==> src/design/tfkp_pkg.sv <==
// Package for the TCP flow key header parser: constants, widths and the
// key record shared by the parser, the key queue and the output stage.
// No dependencies.
package tfkp_pkg;

   localparam int POSITION_BITS = 16;
   localparam int MAX_VLAN_TAGS = 4;
   localparam int TAG_BITS      = 3;
   localparam int QUEUE_DEPTH   = 2;
   localparam int QPTR_BITS     = (QUEUE_DEPTH > 1) ? $clog2(QUEUE_DEPTH) : 1;
   localparam int QCNT_BITS     = $clog2(QUEUE_DEPTH + 1);

   localparam logic [15:0] ETYPE_QTAG       = 16'h8100;
   localparam logic [15:0] ETYPE_ADTAG      = 16'h88A8;
   localparam logic [15:0] ETYPE_IPV4       = 16'h0800;
   localparam logic [15:0] VXLAN_PORT_RESET = 16'd8472;
   localparam logic [7:0]  PROTO_TCP        = 8'd6;
   localparam logic [7:0]  PROTO_UDP        = 8'd17;
   localparam int          VXLAN_SKIP_BYTES = 22;
   localparam logic [5:0]  MIN_HDR_BYTES    = 6'd20;

   // Configuration port: register index sits above the byte offset bits.
   localparam int          CSR_ADDR_BITS  = 3;
   localparam logic        REG_VXLAN_PORT = 1'b0;

   typedef struct packed {
      logic        flow_valid;
      logic [31:0] key_src_addr;
      logic [31:0] key_dst_addr;
      logic [15:0] key_src_port;
      logic [15:0] key_dst_port;
   } key_type;

endpackage

==> src/design/tfkp_req_if.sv <==
// Byte input channel of the TCP flow key header parser.
// Stand-alone interface, no package needed.
interface tfkp_req_if;
   logic       valid;
   logic       ready;
   logic [7:0] packet_byte;
   logic       last_byte;

   modport source (output valid, output packet_byte, output last_byte, input ready);
   modport sink (input valid, input packet_byte, input last_byte, output ready);
endinterface

==> src/design/tfkp_rsp_if.sv <==
// Flow key result channel of the TCP flow key header parser.
// Stand-alone interface, no package needed.
interface tfkp_rsp_if;
   logic        valid;
   logic        ready;
   logic        flow_valid;
   logic [31:0] key_src_addr;
   logic [31:0] key_dst_addr;
   logic [15:0] key_src_port;
   logic [15:0] key_dst_port;

   modport source (output valid, output flow_valid, output key_src_addr,
                   output key_dst_addr, output key_src_port, output key_dst_port,
                   input ready);
   modport sink (input valid, input flow_valid, input key_src_addr,
                 input key_dst_addr, input key_src_port, input key_dst_port,
                 output ready);
endinterface

==> src/design/tfkp_front.sv <==
// Front end: byte-serial header parser that walks the Ethernet, VLAN, IPv4,
// UDP/VXLAN and TCP headers and emits one key record per packet.
// Depends on tfkp_pkg and tfkp_req_if.
module tfkp_front (
   input  logic             clock,
   input  logic             reset,
   tfkp_req_if.sink         req,
   input  logic [15:0]      vxlan_port,
   input  logic             queue_full,
   output logic             push,
   output tfkp_pkg::key_type push_key
);
   import tfkp_pkg::*;

   typedef enum logic [2:0] {
      PH_ETH, PH_VLAN, PH_IP_OUTER, PH_UDP, PH_SKIP, PH_IP_INNER, PH_TCP, PH_DONE
   } phase_type;

   localparam int PB = POSITION_BITS;

   logic [PB-1:0]       pos_ff, pos_in;
   phase_type           phase_ff, phase_in;
   logic [TAG_BITS-1:0] tags_ff, tags_in;
   logic [15:0]         etype_ff, etype_in;
   logic [PB-1:0]       hstart_ff, hstart_in;
   logic [5:0]          ihb_ff, ihb_in;
   logic [7:0]          proto_ff, proto_in;
   logic [15:0]         reqlen_ff, reqlen_in;
   logic [31:0]         src_ff, src_in;
   logic [31:0]         dst_ff, dst_in;
   logic [31:0]         ports_ff, ports_in;
   logic                rej_ff, rej_in;

   logic [PB-1:0]       off;
   logic [PB:0]         pos_inc;
   logic [PB:0]         off_inc;
   logic [PB-1:0]       hs_next;
   logic [15:0]         etype_shift;
   logic [TAG_BITS-1:0] tags_inc;
   logic                accept;

   assign accept  = req.valid && req.ready;
   assign req.ready = !queue_full;
   assign push    = accept && req.last_byte;

   assign off         = pos_ff - hstart_ff;
   assign pos_inc     = {1'b0, pos_ff} + (PB+1)'(1);
   assign off_inc     = {1'b0, off} + (PB+1)'(1);
   assign hs_next     = pos_inc[PB-1:0];
   assign etype_shift = {etype_ff[7:0], req.packet_byte};
   assign tags_inc    = tags_ff + TAG_BITS'(1);

   always_comb begin
      logic       ip_stop;
      logic [5:0] dlen;
      phase_in  = phase_ff;
      tags_in   = tags_ff;
      etype_in  = etype_ff;
      hstart_in = hstart_ff;
      ihb_in    = ihb_ff;
      proto_in  = proto_ff;
      reqlen_in = reqlen_ff;
      src_in    = src_ff;
      dst_in    = dst_ff;
      ports_in  = ports_ff;
      rej_in    = rej_ff;
      ip_stop   = 1'b0;
      dlen      = 6'd0;

      if (!rej_ff) begin
         unique case (phase_ff)
            PH_ETH: begin
               if (off == PB'(12) || off == PB'(13)) begin
                  etype_in = etype_shift;
               end
               if (off == PB'(13)) begin
                  if (etype_shift == ETYPE_QTAG || etype_shift == ETYPE_ADTAG) begin
                     if (tags_ff < TAG_BITS'(MAX_VLAN_TAGS)) begin
                        phase_in  = PH_VLAN;
                        hstart_in = hs_next;
                     end else begin
                        rej_in = 1'b1;
                     end
                  end else if (etype_shift == ETYPE_IPV4) begin
                     phase_in  = PH_IP_OUTER;
                     hstart_in = hs_next;
                  end else begin
                     rej_in = 1'b1;
                  end
               end
            end
            PH_VLAN: begin
               if (off == PB'(2) || off == PB'(3)) begin
                  etype_in = etype_shift;
               end
               if (off == PB'(3)) begin
                  tags_in = tags_inc;
                  if (etype_shift == ETYPE_QTAG || etype_shift == ETYPE_ADTAG) begin
                     if (tags_inc < TAG_BITS'(MAX_VLAN_TAGS)) begin
                        phase_in  = PH_VLAN;
                        hstart_in = hs_next;
                     end else begin
                        rej_in = 1'b1;
                     end
                  end else if (etype_shift == ETYPE_IPV4) begin
                     phase_in  = PH_IP_OUTER;
                     hstart_in = hs_next;
                  end else begin
                     rej_in = 1'b1;
                  end
               end
            end
            PH_IP_OUTER, PH_IP_INNER: begin
               if (off == PB'(0)) begin
                  if (req.packet_byte[3:0] < 4'd5) begin
                     rej_in  = 1'b1;
                     ip_stop = 1'b1;
                  end else begin
                     ihb_in = {req.packet_byte[3:0], 2'b00};
                  end
               end else if (off == PB'(9)) begin
                  proto_in = req.packet_byte;
               end else if (off >= PB'(12) && off <= PB'(15)) begin
                  src_in = {src_ff[23:0], req.packet_byte};
               end else if (off >= PB'(16) && off <= PB'(19)) begin
                  dst_in = {dst_ff[23:0], req.packet_byte};
               end
               // The header ends on the byte whose offset plus one is IHL*4.
               if (!ip_stop && off_inc == (PB+1)'(ihb_in)) begin
                  if (proto_in == PROTO_TCP) begin
                     phase_in  = PH_TCP;
                     hstart_in = hs_next;
                     ports_in  = 32'd0;
                     reqlen_in = 16'(hs_next) + 16'(MIN_HDR_BYTES);
                  end else if (phase_ff == PH_IP_OUTER && proto_in == PROTO_UDP) begin
                     phase_in  = PH_UDP;
                     hstart_in = hs_next;
                  end else begin
                     rej_in = 1'b1;
                  end
               end
            end
            PH_UDP: begin
               if (off == PB'(2) || off == PB'(3)) begin
                  etype_in = etype_shift;
               end
               if (off == PB'(7)) begin
                  if (etype_ff == vxlan_port) begin
                     phase_in  = PH_SKIP;
                     hstart_in = hs_next;
                  end else begin
                     rej_in = 1'b1;
                  end
               end
            end
            PH_SKIP: begin
               if (off == PB'(VXLAN_SKIP_BYTES - 1)) begin
                  phase_in  = PH_IP_INNER;
                  hstart_in = hs_next;
                  src_in    = 32'd0;
                  dst_in    = 32'd0;
                  ihb_in    = 6'd0;
                  proto_in  = 8'd0;
               end
            end
            PH_TCP: begin
               if (off <= PB'(3)) begin
                  ports_in = {ports_ff[23:0], req.packet_byte};
               end else if (off == PB'(12)) begin
                  dlen = {req.packet_byte[7:4], 2'b00};
                  if (dlen < MIN_HDR_BYTES) begin
                     dlen = MIN_HDR_BYTES;
                  end
                  reqlen_in = 16'(hstart_ff) + 16'(dlen);
               end
               if (17'(pos_inc) == {1'b0, reqlen_in}) begin
                  phase_in = PH_DONE;
               end
            end
            PH_DONE: begin
            end
         endcase
      end

      pos_in = (pos_ff == {PB{1'b1}}) ? pos_ff : pos_inc[PB-1:0];
   end

   always_comb begin
      push_key = '0;
      if (!rej_in && phase_in == PH_DONE) begin
         push_key.flow_valid   = 1'b1;
         push_key.key_src_addr = dst_in;
         push_key.key_dst_addr = src_in;
         push_key.key_src_port = ports_in[15:0];
         push_key.key_dst_port = ports_in[31:16];
      end
   end

   always_ff @(posedge clock) begin
      if (reset || push) begin
         pos_ff    <= '0;
         phase_ff  <= PH_ETH;
         tags_ff   <= '0;
         etype_ff  <= '0;
         hstart_ff <= '0;
         ihb_ff    <= '0;
         proto_ff  <= '0;
         reqlen_ff <= '0;
         src_ff    <= '0;
         dst_ff    <= '0;
         ports_ff  <= '0;
         rej_ff    <= 1'b0;
      end else if (accept) begin
         pos_ff    <= pos_in;
         phase_ff  <= phase_in;
         tags_ff   <= tags_in;
         etype_ff  <= etype_in;
         hstart_ff <= hstart_in;
         ihb_ff    <= ihb_in;
         proto_ff  <= proto_in;
         reqlen_ff <= reqlen_in;
         src_ff    <= src_in;
         dst_ff    <= dst_in;
         ports_ff  <= ports_in;
         rej_ff    <= rej_in;
      end
   end

endmodule

==> src/design/tfkp_queue.sv <==
// Short key queue between the parser and the output stage.
// Depends on tfkp_pkg.
module tfkp_queue (
   input  logic              clock,
   input  logic              reset,
   input  logic              push,
   input  tfkp_pkg::key_type push_key,
   output logic              full,
   input  logic              pop,
   output logic              head_valid,
   output tfkp_pkg::key_type head_key
);
   import tfkp_pkg::*;

   key_type               mem_ff [QUEUE_DEPTH];
   logic [QPTR_BITS-1:0]  wr_ptr_ff, wr_ptr_in;
   logic [QPTR_BITS-1:0]  rd_ptr_ff, rd_ptr_in;
   logic [QCNT_BITS-1:0]  count_ff, count_in;

   assign full       = (count_ff == QCNT_BITS'(QUEUE_DEPTH));
   assign head_valid = (count_ff != '0);
   assign head_key   = mem_ff[rd_ptr_ff];

   always_comb begin
      wr_ptr_in = wr_ptr_ff;
      rd_ptr_in = rd_ptr_ff;
      if (push) begin
         wr_ptr_in = (wr_ptr_ff == QPTR_BITS'(QUEUE_DEPTH - 1)) ? '0
                                                                : wr_ptr_ff + QPTR_BITS'(1);
      end
      if (pop) begin
         rd_ptr_in = (rd_ptr_ff == QPTR_BITS'(QUEUE_DEPTH - 1)) ? '0
                                                                : rd_ptr_ff + QPTR_BITS'(1);
      end
      count_in = count_ff + QCNT_BITS'(push) - QCNT_BITS'(pop);
   end

   always_ff @(posedge clock) begin
      if (reset) begin
         wr_ptr_ff <= '0;
         rd_ptr_ff <= '0;
         count_ff  <= '0;
      end else begin
         wr_ptr_ff <= wr_ptr_in;
         rd_ptr_ff <= rd_ptr_in;
         count_ff  <= count_in;
      end
   end

   always_ff @(posedge clock) begin
      if (push) begin
         mem_ff[wr_ptr_ff] <= push_key;
      end
   end

endmodule

==> src/design/tfkp_back.sv <==
// Back end: output register that presents one key beat on the result channel.
// Depends on tfkp_pkg and tfkp_rsp_if.
module tfkp_back (
   input  logic              clock,
   input  logic              reset,
   input  logic              head_valid,
   input  tfkp_pkg::key_type head_key,
   output logic              pop,
   tfkp_rsp_if.source        rsp
);
   import tfkp_pkg::*;

   logic    valid_ff, valid_in;
   key_type key_ff;

   // The register reloads whenever it is empty or its beat is being taken.
   assign pop      = head_valid && (!valid_ff || rsp.ready);
   assign valid_in = pop || (valid_ff && !rsp.ready);

   always_ff @(posedge clock) begin
      if (reset) begin
         valid_ff <= 1'b0;
      end else begin
         valid_ff <= valid_in;
      end
   end

   always_ff @(posedge clock) begin
      if (pop) begin
         key_ff <= head_key;
      end
   end

   assign rsp.valid        = valid_ff;
   assign rsp.flow_valid   = key_ff.flow_valid;
   assign rsp.key_src_addr = key_ff.key_src_addr;
   assign rsp.key_dst_addr = key_ff.key_dst_addr;
   assign rsp.key_src_port = key_ff.key_src_port;
   assign rsp.key_dst_port = key_ff.key_dst_port;

endmodule

==> src/design/tcp_flow_key_header_parser_top.sv <==
// Channel  | Dir | Payload                                        | Beat
// ---------+-----+------------------------------------------------+-----------------------
// req      | in  | packet_byte, last_byte                         | valid & ready
// rsp      | out | flow_valid, key_src/dst_addr, key_src/dst_port | valid & ready
// csr      | in  | APB write of vxlan_udp_port at byte address 0  | psel & penable & pwrite
//
// The parser takes one byte beat per cycle while req.ready is high, a rate set by the
// parser step; a key passes the key queue and the output register, then leaves on rsp.
// A two-entry key queue and the output register let rsp stall without stopping the
// byte stream until three keys wait; then req.ready drops. Reset is synchronous and
// clears the parse state, the queue and the output register; the port register
// returns to 8472. Depends on tfkp_pkg, the two channel interfaces and the submodules.
module tcp_flow_key_header_parser_top (
   input  logic                               clock,
   input  logic                               reset,
   tfkp_req_if.sink                           req,
   tfkp_rsp_if.source                         rsp,
   input  logic                               csr_psel,
   input  logic                               csr_penable,
   input  logic                               csr_pwrite,
   input  logic [tfkp_pkg::CSR_ADDR_BITS-1:0] csr_paddr,
   input  logic [31:0]                        csr_pwdata,
   output logic [31:0]                        csr_prdata,
   output logic                               csr_pready
);
   import tfkp_pkg::*;

   logic [15:0] vxlan_port_ff, vxlan_port_in;
   logic        csr_write;
   logic        queue_full;
   logic        push;
   key_type     push_key;
   logic        pop;
   logic        head_valid;
   key_type     head_key;

   assign csr_pready = 1'b1;
   assign csr_write  = csr_psel && csr_penable && csr_pwrite && csr_pready;

   always_comb begin
      vxlan_port_in = vxlan_port_ff;
      if (csr_write && csr_paddr[CSR_ADDR_BITS-1] == REG_VXLAN_PORT) begin
         vxlan_port_in = csr_pwdata[15:0];
      end
   end

   always_ff @(posedge clock) begin
      if (reset) begin
         vxlan_port_ff <= VXLAN_PORT_RESET;
      end else begin
         vxlan_port_ff <= vxlan_port_in;
      end
   end

   assign csr_prdata = (csr_paddr[CSR_ADDR_BITS-1] == REG_VXLAN_PORT) ?
                       {16'd0, vxlan_port_ff} : 32'd0;

   tfkp_front u_front (
      .clock      (clock),
      .reset      (reset),
      .req        (req),
      .vxlan_port (vxlan_port_ff),
      .queue_full (queue_full),
      .push       (push),
      .push_key   (push_key)
   );

   tfkp_queue u_queue (
      .clock      (clock),
      .reset      (reset),
      .push       (push),
      .push_key   (push_key),
      .full       (queue_full),
      .pop        (pop),
      .head_valid (head_valid),
      .head_key   (head_key)
   );

   tfkp_back u_back (
      .clock      (clock),
      .reset      (reset),
      .head_valid (head_valid),
      .head_key   (head_key),
      .pop        (pop),
      .rsp        (rsp)
   );

endmodule
==> src/flat_wrapper.sv <==
// flat-port wrapper written by rule: the top's interface ports become plain ports
module tcp_flow_key_header_parser_top_flat import tfkp_pkg::*;
  (clock, reset, csr_psel, csr_penable, csr_pwrite, csr_paddr, csr_pwdata, csr_prdata, csr_pready, req_valid, req_packet_byte, req_last_byte, req_ready, rsp_valid, rsp_flow_valid, rsp_key_src_addr, rsp_key_dst_addr, rsp_key_src_port, rsp_key_dst_port, rsp_ready);
  tfkp_req_if req_i ();
  tfkp_rsp_if rsp_i ();
  input  logic clock;
  input  logic reset;
  input  logic csr_psel;
  input  logic csr_penable;
  input  logic csr_pwrite;
  input  logic [tfkp_pkg::CSR_ADDR_BITS-1:0] csr_paddr;
  input  logic [31:0] csr_pwdata;
  output logic [31:0] csr_prdata;
  output logic csr_pready;
  input wire logic [$bits(req_i.valid)-1:0] req_valid;
  input wire logic [$bits(req_i.packet_byte)-1:0] req_packet_byte;
  input wire logic [$bits(req_i.last_byte)-1:0] req_last_byte;
  output wire logic [$bits(req_i.ready)-1:0] req_ready;
  output wire logic [$bits(rsp_i.valid)-1:0] rsp_valid;
  output wire logic [$bits(rsp_i.flow_valid)-1:0] rsp_flow_valid;
  output wire logic [$bits(rsp_i.key_src_addr)-1:0] rsp_key_src_addr;
  output wire logic [$bits(rsp_i.key_dst_addr)-1:0] rsp_key_dst_addr;
  output wire logic [$bits(rsp_i.key_src_port)-1:0] rsp_key_src_port;
  output wire logic [$bits(rsp_i.key_dst_port)-1:0] rsp_key_dst_port;
  input wire logic [$bits(rsp_i.ready)-1:0] rsp_ready;
  assign req_i.valid = req_valid;
  assign req_i.packet_byte = req_packet_byte;
  assign req_i.last_byte = req_last_byte;
  assign req_ready = req_i.ready;
  assign rsp_valid = rsp_i.valid;
  assign rsp_flow_valid = rsp_i.flow_valid;
  assign rsp_key_src_addr = rsp_i.key_src_addr;
  assign rsp_key_dst_addr = rsp_i.key_dst_addr;
  assign rsp_key_src_port = rsp_i.key_src_port;
  assign rsp_key_dst_port = rsp_i.key_dst_port;
  assign rsp_i.ready = rsp_ready;
  tcp_flow_key_header_parser_top u_core (.clock(clock), .reset(reset), .req(req_i), .rsp(rsp_i), .csr_psel(csr_psel), .csr_penable(csr_penable), .csr_pwrite(csr_pwrite), .csr_paddr(csr_paddr), .csr_pwdata(csr_pwdata), .csr_prdata(csr_prdata), .csr_pready(csr_pready));
endmodule
==> config.mk <==
export PLATFORM = sky130hd
export DESIGN_NAME = tcp_flow_key_header_parser_top_flat
export DESIGN_NICKNAME = d
export VERILOG_FILES = /design/src/design/tfkp_pkg.sv /design/src/design/tfkp_req_if.sv /design/src/design/tfkp_rsp_if.sv /design/src/design/tfkp_front.sv /design/src/design/tfkp_queue.sv /design/src/design/tfkp_back.sv /design/src/design/tcp_flow_key_header_parser_top.sv /design/src/flat_wrapper.sv
export SDC_FILE = /design/constraint.sdc
export NUM_CORES = 1
export LEC_CHECK = 0
export BUFFER_PORTS_ARGS = -buffer_cell sky130_fd_sc_hd__buf_4
export CORE_MARGIN = 2
export CORE_UTILIZATION = 50
export DETAILED_ROUTE_END_ITERATION = 6
export PLACE_DENSITY = 0.68
export SYNTH_ARGS = -nofsm -noshare
export SYNTH_HDL_FRONTEND = slang
export SYNTH_SLANG_ARGS = --single-unit
export TNS_END_PERCENT = 5
==> constraint.sdc <==
create_clock -name clock -period 7.5 [get_ports clock]
set_input_delay 0.75 -clock clock [delete_from_list [all_inputs] [get_ports clock]]
set_output_delay 0.75 -clock clock [all_outputs]
set_load 0.05 [all_outputs]
== After elaboration in Yosys (flattened, before gate mapping) ==
Memory sizes are Yosys's and may differ from the RTL's. A register that Yosys moved wholly into a read port is not among the register bits.
Index checks and enable logic that the tools add are counted.
Storage, ports and cells
  output and inout bits: 132
  memories: 1
  input bits: 51
  register bits after elaboration: 202
  memory bits (read-only): 0
  bits in latches: 0
  bits in writable memories: 194
  word-level logic and storage cells: 213
Memories
  u_core.u_queue.mem_ff: depth 2, width 97, read ports 1, clocked after Yosys merged registers in 1, write ports 1, RTL line tfkp_queue.sv:15  | key_type mem_ff [QUEUE_DEPTH];
Operators by class
  magnitude comparators: 9
  reduce and logical (&&, ||, !) cells: 38
  muxes and demuxes: 99
  divide/modulo/power cells: 0
  shifts and indexed selects: 0
  multiply operators: 0
  eq/ne operators: 36
  add/subtract/negate cells: 10
  bitwise gates (word level): 3
Operator list (number)
  2-to-1 mux 32 bit: 15
  2-to-1 mux 16 bit: 22
  case mux 32 bit (2 select lines): 3
  2-to-1 mux 97 bit: 1
  case mux 16 bit (5 select lines): 1
  case mux 16 bit (2 select lines): 2
  2-to-1 mux 6 bit: 10
  == test 16 bit (second input constant): 3
  == test 16 x 4 -> 1 bit (second input constant): 3
  2-to-1 mux 3 bit: 15
  2-to-1 mux 8 bit: 5
  adder 16 x 1 -> 17 bit (second input constant): 2
  == test 16 x 2 -> 1 bit (second input constant): 2
  2-to-1 mux 1 bit: 21
  case mux 3 bit (6 select lines): 1
  == test 17 x 16 -> 1 bit: 1
  == test 17 x 6 -> 1 bit: 1
  adder 16 x 5 -> 16 bit (second input constant): 1
  adder 16 x 6 -> 16 bit: 1
  == test 16 x 12 -> 1 bit (second input constant): 1
  == test 16 bit: 1
  == test 16 x 3 -> 1 bit (second input constant): 1
  == test 16 x 5 -> 1 bit (second input constant): 1
  >= comparator 16 x 4 -> 1 bit (second input constant): 1
  37 further kinds: 80

== Longest topological paths before layout ==
Gate-level depths: netlist of run 1.
  depth in word-level cells: 18
  mapped depth: 20
  mapped depth without buffers: 17

== Hierarchy ==
From an unflattened synthesis of run 1, not the netlist that was laid out.
Unflattened totals
  cells, all modules: 2335
  area total of the unflattened synthesis: 24398.4 µm²
By module, submodules not included
  tfkp_front: area an instance 13127.6 µm², cells each 1804, instances 1, seq. area each 3623.5 µm²
  tfkp_queue: area an instance 7335.8 µm², cells each 323, instances 1, seq. area each 5925.7 µm²
  tfkp_back: area an instance 2967.8 µm², cells each 102, instances 1, seq. area each 2932.8 µm²
  tcp_flow_key_header_parser_top: area an instance 967.2 µm², cells each 106, instances 1, seq. area each 320.3 µm²

== Least setup slack after synthesis of run 1 ==
Ideal clock, no wire load.
  path kind: register to register
  start point: reg u_core.u_queue.count_ff[0]
  end point: mem u_core.u_queue.mem_ff[0][0] (netlist bit), enable pin
  setup time: 0.554 ns
  clock period less this slack: 5.923 ns
  arrival time: 5.369 ns
  path slack: 1.577 ns
  required time: 6.946 ns
  cell stages (with the launch flop): 6
  path buffers: 1
  cells stage by stage: dfxtp_1 > nand2b_1 > and2_0 > clkbuf_1 > nand2_1 > nor2_1
Between the ends
  longest elaborated chain between the ends: 6
Ends and longest elaborated chain
  from (decl): RTL line tfkp_queue.sv:18  | logic [QCNT_BITS-1:0] count_ff, count_in;
  from (signal assigned): RTL line tfkp_queue.sv:46  | count_ff <= count_in;
  == test 2 bit: RTL line tfkp_queue.sv:20  | assign full = (count_ff == QCNT_BITS'(QUEUE_DEPTH));
  logical NOT 1 bit: RTL line tfkp_front.sv:43  | assign req.ready = !queue_full;
  named net req_ready: RTL line flat_wrapper.sv:18  | output wire logic [$bits(req_i.ready)-1:0] req_ready;
  logical AND 1 bit: RTL line tfkp_front.sv:42  | assign accept = req.valid && req.ready;
  logical AND 1 bit: RTL line tfkp_front.sv:44  | assign push = accept && req.last_byte;
  2-to-1 mux 1 bit: RTL line tfkp_queue.sv:51  | if (push) begin
  2-to-1 mux 1 bit (not written as such): RTL line tfkp_queue.sv:52  | mem_ff[wr_ptr_ff] <= push_key;
  to (decl): RTL line tfkp_queue.sv:15
The timed path passes the listed nets, and every way through them passes these cells.

==> results of run 1 <==
registers in the layout (all words and copies together), names as in the netlist:
register and cells:
u_core.u_front.dst_ff 32, u_core.u_back.rsp.key_src_addr 32, u_core.u_back.rsp.key_dst_port 16, u_core.u_back.rsp.key_src_port 16
u_core.vxlan_port_ff 16, u_core.u_queue.rd_ptr_ff 1, u_core.u_front.proto_ff 8, u_core.u_front.tags_ff 3
u_core.u_front.etype_ff 16, u_core.u_front.reqlen_ff 16, u_core.u_queue.wr_ptr_ff 1, u_core.u_back.rsp.flow_valid 1
u_core.u_front.ihb_ff 6, u_core.u_back.rsp.key_dst_addr 32, u_core.u_front.src_ff 32, u_core.u_front.hstart_ff 16
u_core.u_front.rej_ff 1, u_core.u_front.pos_ff 16, u_core.u_front.phase_ff 3, u_core.u_queue.mem_ff 194
u_core.u_back.rsp.valid 1, u_core.u_front.ports_ff 32, u_core.u_queue.count_ff 2
metrics by stage:
stage / utilization [%] / worst slack (ns) / total power, mW / hold WS, ns / cell area (µm²)
2_1_floorplan: - / 1.58 / 4.98 / 0.442 / 23100
3_3_place_gp: 54.1 / 1.34 / 5.58 / 0.452 / 24600
3_5_place_dp: 54.1 / 1.25 / 5.61 / 0.463 / 24600
4_1_cts: 57.5 / 1.26 / 7.93 / 0.342 / 26100
5_1_grt: 57.5 / 0.892 / 8.18 / 0.352 / 26100
6_report: 57.5 / 1.19 / 7.88 / 0.368 / 26100
synthesized netlist by cell type (14+ instances only):
cell type  instances
o21ai_0           40
a22o_1            64
nor3_1           110
a31oi_1           47
xnor2_1           48
nor3_2            19
a211oi_1          27
a22oi_1          139
nor2_1           141
xor2_1            67
buf_4             18
dfxtp_1          202
mux2_2            98
nand4_1           25
nor4_1            14
inv_1             29
and3_1            21
nand3_1           33
a21oi_1           92
nand2_1          148
nor2b_1           29
clkbuf_1         111
buf_2             24
edfxtp_1         291
nand2b_1          16
ha_1              28
area by class of cell:
cell class,count,area [µm²],area share [%]
clock inverters,19,159,0.609
well taps,600,751,2.88
inverters,31,116,0.446
flip-flops and latches,493,12800,49.0
repair buffers,175,1340,5.13
clock buffers,72,1360,5.23
multi-input cells,1401,9560,36.7
power by group:
group	switching [mW]	total [mW]	internal, mW	leakage (nW)
registers	0.136	3.39	3.25	4.21
clock network	1.03	2.33	1.30	0.728
logic	1.56	2.16	0.603	3.72
total	2.72	7.88	5.16	8.66
kinds of logic after synthesis:
| family | count (synthesis) |
|---|---|
| AOI/OAI and AO/OA | 506 |
| muxes | 103 |
| buffers and inverters | 192 |
| xor gates and xnor gates | 115 |
| DFF | 493 |
| and+or+nand+nor | 630 |
| adders and majority gates | 30 |
| other | 2 |
worst max-delay path, stage by stage, from the launching register on:
cell and delay [ns]:
dfxtp_1 0.38, clkinv_1 0.27, ha_1 0.62, a21oi_2 0.15, o21ai_0 0.33, xor2_1 0.12, or4_1 0.41, a221o_1 0.36
nor4_2 0.76, buf_4 0.29, and3_1 0.20, nand3_1 0.21, and2_1 0.33, and4b_1 0.25, o221ai_4 0.74, buf_4 0.48
nor3_1 0.13
layer usage:
| layer | track usage, % | up-vias | part of all wire, % |
|---|---|---|---|
| met5 | 0 | - | 0 |
| met4 | 7.62 | 0 | 2.6 |
| met3 | 4.02 | 90 | 6.2 |
| met2 | 37.5 | 551 | 47 |
| met1 | 33.2 | 8281 | 45 |
| li1 | - | 7954 | - |
worst paths after layout:
path	slack, ns	cells past startpoint	endpoint
max	1.19	16	u_core.u_queue.mem_ff[1][21]
min	0.37	3	u_core.vxlan_port_ff[3]
max reg2reg	1.19	16	u_core.u_queue.mem_ff[1][21]
min reg2reg	0.47	2	u_core.u_front.etype_ff[13]
==> run summary, run 1 <==
outcome: completed
MaxCap Viol Count: 0
Synth area leaders: edfxtp_1 (38%), dfxtp_1 (18%), mux2_2 (4.8%), a22oi_1 (4.5%), xor2_1 (2.5%)
total routed wirelength: 57100 µm
initial drt markers: 1564
clk slew on worst S/H paths: 0.06 ns
Avg WL per Cell: 20.5 µm
sequential area share after synthesis: 55.5%
IO buf count: 147
gr usage total: 23.7%
most common cell after layout, fill and taps aside: edfxtp_1
ys async rst share: 0%
hold crit path type: in -> reg
final setup fails: 0
Final Hold Viols: 0
Longest Clk Path Bufs: 3
Setup Buffers After CTS: 0
Synth Register Bits: 493
worst reg2reg startpoint: u_core.u_front.hstart_ff[9]
layout cells sized above 1: 18.3%
Pre-antenna DRT Iters: 6
main flop type after synthesis: edfxtp_1
PostCTS Resize Cnt: 0
Rows: 78
Setup TNS: 0 ns
CORE AREA: 45400 µm²
largest family of logic cells by synthesized area: compound AO/OA/AOI/OAI gates
first-pass GRT wire length: 89500 µm
Post-layout nets: 2233
multiplexer share of the synthesized area: 5.01%
Post-Synth Adder-Cell Area: 1.69%
hpwl dp: 37400 µm
DRT antenna net count: 0
FILL cells: 3846
Die Ht: 219 µm
Via density: 6.05
xor/xnor share of the synthesized area: 4.37%
Clk Latency, worst-skew pair: 0.61 ns
Syn Area/Cell: 11.1 µm²
largest net degree at the start of global routing: 75
PD cells: 302 nW/µm²
final RePlAce weighted congestion: 0.909
leakage dissipation: 8.66 nW
initial antenna violation count: 0
Non-Filler Instances: 2791
placed cells: 2700
grt ovf: 0
Ant. Diodes: 0
hold path startpoint: csr_pwdata[3]
Area Growth Syn to Fin: 13.2%
Synth area leader: edfxtp_1
Synth cell types: 85
Initial Utilization: 50.8%
RSZ-0062 raised after global routing: false
Yosys top cell area share: 37.9%
IO Pins: 183
EDFF count, synth: 291
CP max FO: 30
vias in the first global route: 15800
htree depth: 2
Setup crit end kind: register
Max IR drop VDD: 315 µV
TritonCTS clock tree: yes
WP data arrival: 6.63 ns
Synth Cell Area: 23000 µm²
Die X: 219 µm
startpoint types: register
die area: 47800 µm²
CTS root buf: clkbuf_16
fin crit period: 6.31 ns
Tcrit/Tclk final: 84.1%
final slew viol count: 0
critical path startpoint: u_core.u_front.hstart_ff[9]
via count: 16900
# hold bufs at CTS: 0
Crit Path Class: reg -> reg
Post-Syn Instances: 2071
fmax: 158 MHz
Req. time, crit path: 7.82 ns
Simple-Gate Fraction of Synth Area: 14.0%
clk sinks: 493
Slew HR: 22.0%
Num CTS Buffers: 50
Ys Warns: 0
most frequent cells in the layout: edfxtp_1 (291), dfxtp_1 (201), buf_4 (173), nand2_1 (148), nor2_1 (140)
compound-cell area share of the yosys netlist: 15.6%
DR DRC count: 0
Clock Skew: 0.0331 ns
slew at the pin closest to its max-slew limit: 1.17 ns
No activity file was read; power rests on OpenSTA's default activity.
==> run 2, diff against run 1 <==
==> constraint.sdc (replaced) <==
create_clock -name clock -period 6.5 [get_ports clock]
set_input_delay 0.65 -clock clock [delete_from_list [all_inputs] [get_ports clock]]
set_output_delay 0.65 -clock clock [all_outputs]
set_load 0.05 [all_outputs]
==> run summary, run 2 (synthesis gave the netlist of run 1 again) <==
outcome: completed
critical path startpoint: u_core.u_front.hstart_ff[9]
MaxCap Viol Count: 0 (unchanged)
Setup crit end kind: register
gr usage total: 23.8% (+0.070 points)
Hold EP: u_core.vxlan_port_ff[3]
IO Pins: 183 (unchanged)
Num CTS Buffers: 50 (unchanged)
Req. time, crit path: 6.80 ns (-1.02 ns)
Ant. Diodes: 0 (unchanged)
crit-path cells: clkinv_1 -> ha_1 -> nand4_1 -> a211oi_1 -> o211ai_1 -> a221o_1 -> or4_1 -> nor2_2 -> a41oi_1 -> a2111oi_2 -> o31ai_1 -> a21oi_4 -> buf_12 -> nor3_1
via count: 16900 (-0.059%)
CP max stage delay: 0.69 ns (-0.07 ns)
hold crit path type: in -> reg
TritonCTS clock tree: yes
Post-layout nets: 2239 (+0.27%)
CTS root buf: clkbuf_16
clk sinks: 493 (unchanged)
r2r endpoint: u_core.u_queue.mem_ff[1][49]
delay-heaviest family, CP: compound AO/OA/AOI/OAI gates
startpoint types: register
clk slew on worst S/H paths: 0.06 ns (about the same)
DR DRC count: 0 (unchanged)
Hold Crit Depth: 3 (unchanged)
Longest Clk Path Bufs: 3 (unchanged)
Setup TNS: 0 ns (unchanged)
FILL cells: 3797 (-1.3%)
flop-to-flop setup slack: 0.52 ns (-0.67 ns)
final RePlAce weighted congestion: 0.906 (-0.33%)
vias in the first global route: 15900 (+0.52%)
Avg WL per Cell: 20.6 µm (+0.74%)
most common cell after layout, fill and taps aside: edfxtp_1
slew at the pin closest to its max-slew limit: 1.22 ns (+0.0527 ns)
initial drt markers: 1379 (-12%)
Top reg by flops: u_core.u_queue.mem_ff
DRT antenna net count: 0 (unchanged)
hold path startpoint: csr_pwdata[3]
grt ovf: 0 (unchanged)
PostCTS Resize Cnt: 0 (unchanged)
Reg2Reg Depth: 14 (-2)
leakage dissipation: 8.74 nW (+0.93%)
Setup Buffers After CTS: 0 (unchanged)
Pre-antenna DRT Iters: 6 (unchanged)
PD cells: 352 nW/µm² (+17%)
largest net degree at the start of global routing: 84 (+12%)
Register Area: 12800 µm² (unchanged)
htree depth: 2 (unchanged)
RSZ-0062 raised after global routing: false
placed cells: 2706 (+0.22%)
final slew viol count: 0 (unchanged)
die area: 47800 µm² (unchanged)
# hold bufs at CTS: 0 (unchanged)
CP max FO: 83 (+180%)
Tcrit/Tclk final: 92.0% (+7.9 points)
Final Hold Viols: 0 (unchanged)
Initial Utilization: 50.8% (unchanged)
Rows: 78 (unchanged)
Clk Latency, worst-skew pair: 0.59 ns (-0.02 ns)
layout cells sized above 1: 18.8% (+0.45 points)
Crit path buffers/inverters: 2 (-1)
Hold WS: 0.273 ns (-0.0952 ns)
Crit Path Class: reg -> reg
Slew HR: 18.3% (-3.6 points)
fmax: 167 MHz (+5.5%)
WP data arrival: 6.28 ns (-0.35 ns)
hpwl dp: 37200 µm (-0.70%)
initial antenna violation count: 1 (+1)
Critical Path Slowest Stage Cell: or4_1
max FFs per register: 194 (unchanged)
Non-Filler Instances: 2797 (+0.21%)
total routed wirelength: 57700 µm (+0.95%)
Multi-input gate area: 9550 µm² (-0.12%)
Die X: 219 µm (unchanged)
worst reg2reg startpoint: u_core.u_front.hstart_ff[9]
final setup fails: 0 (unchanged)
Max IR drop VDD: 375 µV (+19%)
Die Ht: 219 µm (unchanged)
CORE AREA: 45400 µm² (unchanged)
Area Growth Syn to Fin: 13.7%
IO buf count: 147 (unchanged)
most frequent cells in the layout: edfxtp_1 (291), dfxtp_1 (201), buf_4 (179), nand2_1 (148), nor2_1 (140)
Via density: 6.03 (-0.27%)
first-pass GRT wire length: 89900 µm (+0.39%)
fin crit period: 5.98 ns (-0.331 ns)
total power: 9.23 mW (+17%)
Clock Skew: 0.0166 ns (-0.0165 ns)
run 2: worst max-delay path by stage:
stage	endpoint	slack (ns)	cells past startpoint
CTS	u_core.u_queue.mem_ff[1][49]	0.70	16
floorplan	u_core.u_queue.mem_ff[0][0]	0.58	5
finish	u_core.u_queue.mem_ff[1][49]	0.52	14
global route	u_core.u_queue.mem_ff[1][61]	0.26	14
detailed placement	u_core.u_queue.mem_ff[0][49]	0.74	15
global placement	u_core.u_queue.mem_ff[0][51]	0.77	14
run 2: metal layers:
layer	GRT usage (%)	vias to the layer above	share of wire, %	wire [µm]
met1	33.7	8275	45	25900
met4	5.83	0	1.8	1030
met2	38.1	553	47	27200
li1	-	7968	-	-
met3	3.74	70	6.1	3520
met5	0	-	0	0
run 2: final cells by class:
type / instances / area share, %
well taps: 600 / 2.87
clock inverters: 22 / 0.817
repair buffers: 181 / 5.29
inverters: 31 / 0.444
multi-input cells: 1401 / 36.5
flip-flops and latches: 493 / 48.8
clock buffers: 69 / 5.28
run 2: where the power goes:
part,switching (mW),total [mW],leakage (nW),internal (mW)
Combinational,1.82,2.53,3.75,0.706
Clock,1.17,2.81,0.782,1.64
Sequential,0.142,3.89,4.21,3.75
Total,3.13,9.23,8.74,6.10
run 2: worst min-delay path: cells and delay by family:
kind	cells	cell delay (ns)
and+or+nand+nor	2	0.10
buffers and inverters	1	0.08
run 2: per-stage QoR:
stage / util, % / area, µm² / setup WS [ns]
CTS: 57.7 / 26200 / 0.702
global route: 57.7 / 26200 / 0.264
finish: 57.7 / 26200 / 0.519
global placement: 54.2 / 24600 / 0.768
floorplan: - / 23100 / 0.577
detailed placement: 54.2 / 24600 / 0.740
==> run 3, diff against run 2 <==
--- a/config.mk
+++ b/config.mk
@@ -6,6 +6,7 @@
 export NUM_CORES = 1
 export LEC_CHECK = 0
 export BUFFER_PORTS_ARGS = -buffer_cell sky130_fd_sc_hd__buf_4
+export CORE_ASPECT_RATIO = 0.7
 export CORE_MARGIN = 2
 export CORE_UTILIZATION = 50
 export DETAILED_ROUTE_END_ITERATION = 6
==> run summary, run 3 (synthesis gave the netlist of run 1 again) <==
CTS root buf: clkbuf_16
leakage dissipation: 8.78 nW (+0.51%)
DRT antenna net count: 0 (unchanged)
Setup TNS: 0 ns (unchanged)
clk sinks: 493 (unchanged)
die area: 47800 µm² (about the same)
Rows: 65 (-17%)
grt ovf: 0 (unchanged)
DR DRC count: 0 (unchanged)
CORE AREA: 45300 µm² (-0.18%)
max FFs per register: 194 (unchanged)
Register Area: 12800 µm² (unchanged)
hpwl dp: 39000 µm (+4.8%)
Die X: 261 µm (+19%)
Clk pwr share: 29.8% (-0.6 points)
Clk Latency, worst-skew pair: 0.57 ns (-0.02 ns)
Max IR drop VDD: 284 µV (-24%)
first-pass GRT wire length: 91000 µm (+1.3%)
Final WS setup: 0.625 ns (+0.106 ns)
fin crit period: 5.88 ns (-0.106 ns)
MaxCap Viol Count: 0 (unchanged)
Via density: 6.07 (+0.62%)
Num CTS Buffers: 47 (-6.0%)
initial drt markers: 1607 (+17%)
final setup fails: 0 (unchanged)
outcome: completed
FILL cells: 3756 (-1.1%)
Slew HR: 21.4% (+3.0 points)
most frequent cells in the layout: edfxtp_1 (291), dfxtp_1 (201), buf_4 (188), nand2_1 (148), nor2_1 (140)
Post-layout nets: 2248 (+0.40%)
WP data arrival: 6.17 ns (-0.11 ns)
final RePlAce weighted congestion: 0.894 (-1.4%)
startpoint types: register
Req. time, crit path: 6.80 ns (about the same)
hold crit path type: in -> reg
placed cell area: 24700 µm² (+0.48%)
slew at the pin closest to its max-slew limit: 1.18 ns (-0.0453 ns)
via count: 17000 (+1.0%)
Pint: 6.05 mW (-0.79%)
Tcrit/Tclk final: 90.4% (-1.6 points)
largest net degree at the start of global routing: 98 (+17%)
Top reg by flops: u_core.u_queue.mem_ff
gr usage total: 24.1% (+0.33 points)
most common cell after layout, fill and taps aside: edfxtp_1
layout cells sized above 1: 19.3% (+0.48 points)
TritonCTS clock tree: yes
Longest Clk Path Bufs: 3 (unchanged)
IO buf count: 147 (unchanged)
vias in the first global route: 15800 (-0.49%)
worst reg2reg startpoint: u_core.u_front.hstart_ff[9]
critical path startpoint: u_core.u_front.hstart_ff[9]
CP max FO: 51 (-39%)
Die Ht: 184 µm (-16%)
initial antenna violation count: 0 (-1)
PostCTS Resize Cnt: 0 (unchanged)
Sequential Power Share: 42.6% (+0.4 points)
Multi-input gate area: 9540 µm² (-0.14%)
Clock Skew: 0.0126 ns (-0.00400 ns)
hold path startpoint: csr_pwdata[4]
Setup crit end kind: register
final slew viol count: 0 (unchanged)
Avg WL per Cell: 21.1 µm (+2.2%)
flop-to-flop setup slack: 0.62 ns (+0.11 ns)
Crit Path Class: reg -> reg
IO Pins: 183 (unchanged)
Area Growth Syn to Fin: 14.0%
combinational share of power: 27.7% (+0.3 points)
Pre-antenna DRT Iters: 6 (unchanged)
fmax: 170 MHz (+1.8%)
Initial Utilization: 50.8% (+0.091 points)
Psw: 3.15 mW (+0.44%)
switching portion of total power: 34.2% (+0.28 points)
Ant. Diodes: 0 (unchanged)
Setup Buffers After CTS: 0 (unchanged)
RSZ-0062 raised after global routing: false
PD cells: 350 nW/µm² (-0.63%)
clk slew on worst S/H paths: 0.06 ns (about the same)
design area: 26300 µm² (+0.26%)
htree depth: 2 (unchanged)
total routed wirelength: 59100 µm (+2.6%)
Setup WS pre-CTS: 0.753 ns (+0.0130 ns)
Final Hold Viols: 0 (unchanged)
# hold bufs at CTS: 0 (unchanged)
==> run 3: cell count changes in the layout (fill, tap and decap cells not counted), moves of 2 or more <==
cell      previous run  this run
buf_12               2         5
buf_4              179       188
clkinv_1             9         6
clkbuf_1            13        11
==> run 3: worst paths after layout <==
kind | end | cells after the start
setup / recovery | u_core.u_queue.mem_ff[1][54] | 15
setup reg to reg | u_core.u_queue.mem_ff[1][54] | 15
hold / removal | u_core.vxlan_port_ff[4] | 3
hold reg to reg | u_core.u_front.etype_ff[9] | 2
==> run 3: metrics by stage <==
step                      utilization (%)  instances  hold slack [ns]  power [mW]
after global placement               54.5       2721            0.453        6.48
final                                58.0       2808            0.300        9.20
after global routing                 58.0       2808            0.290        9.52
after floorplan                         -       2086            0.442        5.75
after CTS                            58.0       2808            0.278        9.25
after detailed placement             54.5       2721            0.460        6.51
==> run 3: layout make-up <==
type / instances / area share, %
Sequential cell: 493 / 48.7
Multi-Input combinational cell: 1401 / 36.3
Timing Repair Buffer: 193 / 5.76
Clock buffer: 66 / 5.14
Tap cell: 603 / 2.87
Clock inverter: 21 / 0.753
Inverter: 31 / 0.443
==> run 3: power groups by stage <==
stage / logic (mW) / clock network, mW / registers [mW]
after floorplan: 1.03 / 0 / 4.72
after global placement: 2.51 / 0 / 3.97
after detailed placement: 2.53 / 0 / 3.99
after CTS: 2.54 / 2.79 / 3.92
after global routing: 2.67 / 2.91 / 3.95
final: 2.54 / 2.74 / 3.91
==> run 3: metal layers <==
layer	share of wire (%)	track usage [%]
met1	48	37.1
met4	1.9	5.62
met5	0	0
met2	43	35.1
met3	7.2	4.26
==> run 3: critical path, cell delays in order (launching register included) <==
cell	delay (ns)
dfxtp_1	0.39
clkinv_1	0.33
ha_1	0.66
nand4_1	0.18
a211oi_1	0.56
o211ai_1	0.19
a221o_1	0.44
or4_1	0.73
nor2_2	0.21
buf_4	0.17
nand4_1	0.13
nor3_1	0.50
o22ai_1	0.32
o221ai_4	0.33
buf_12	0.29
nor3_1	0.13
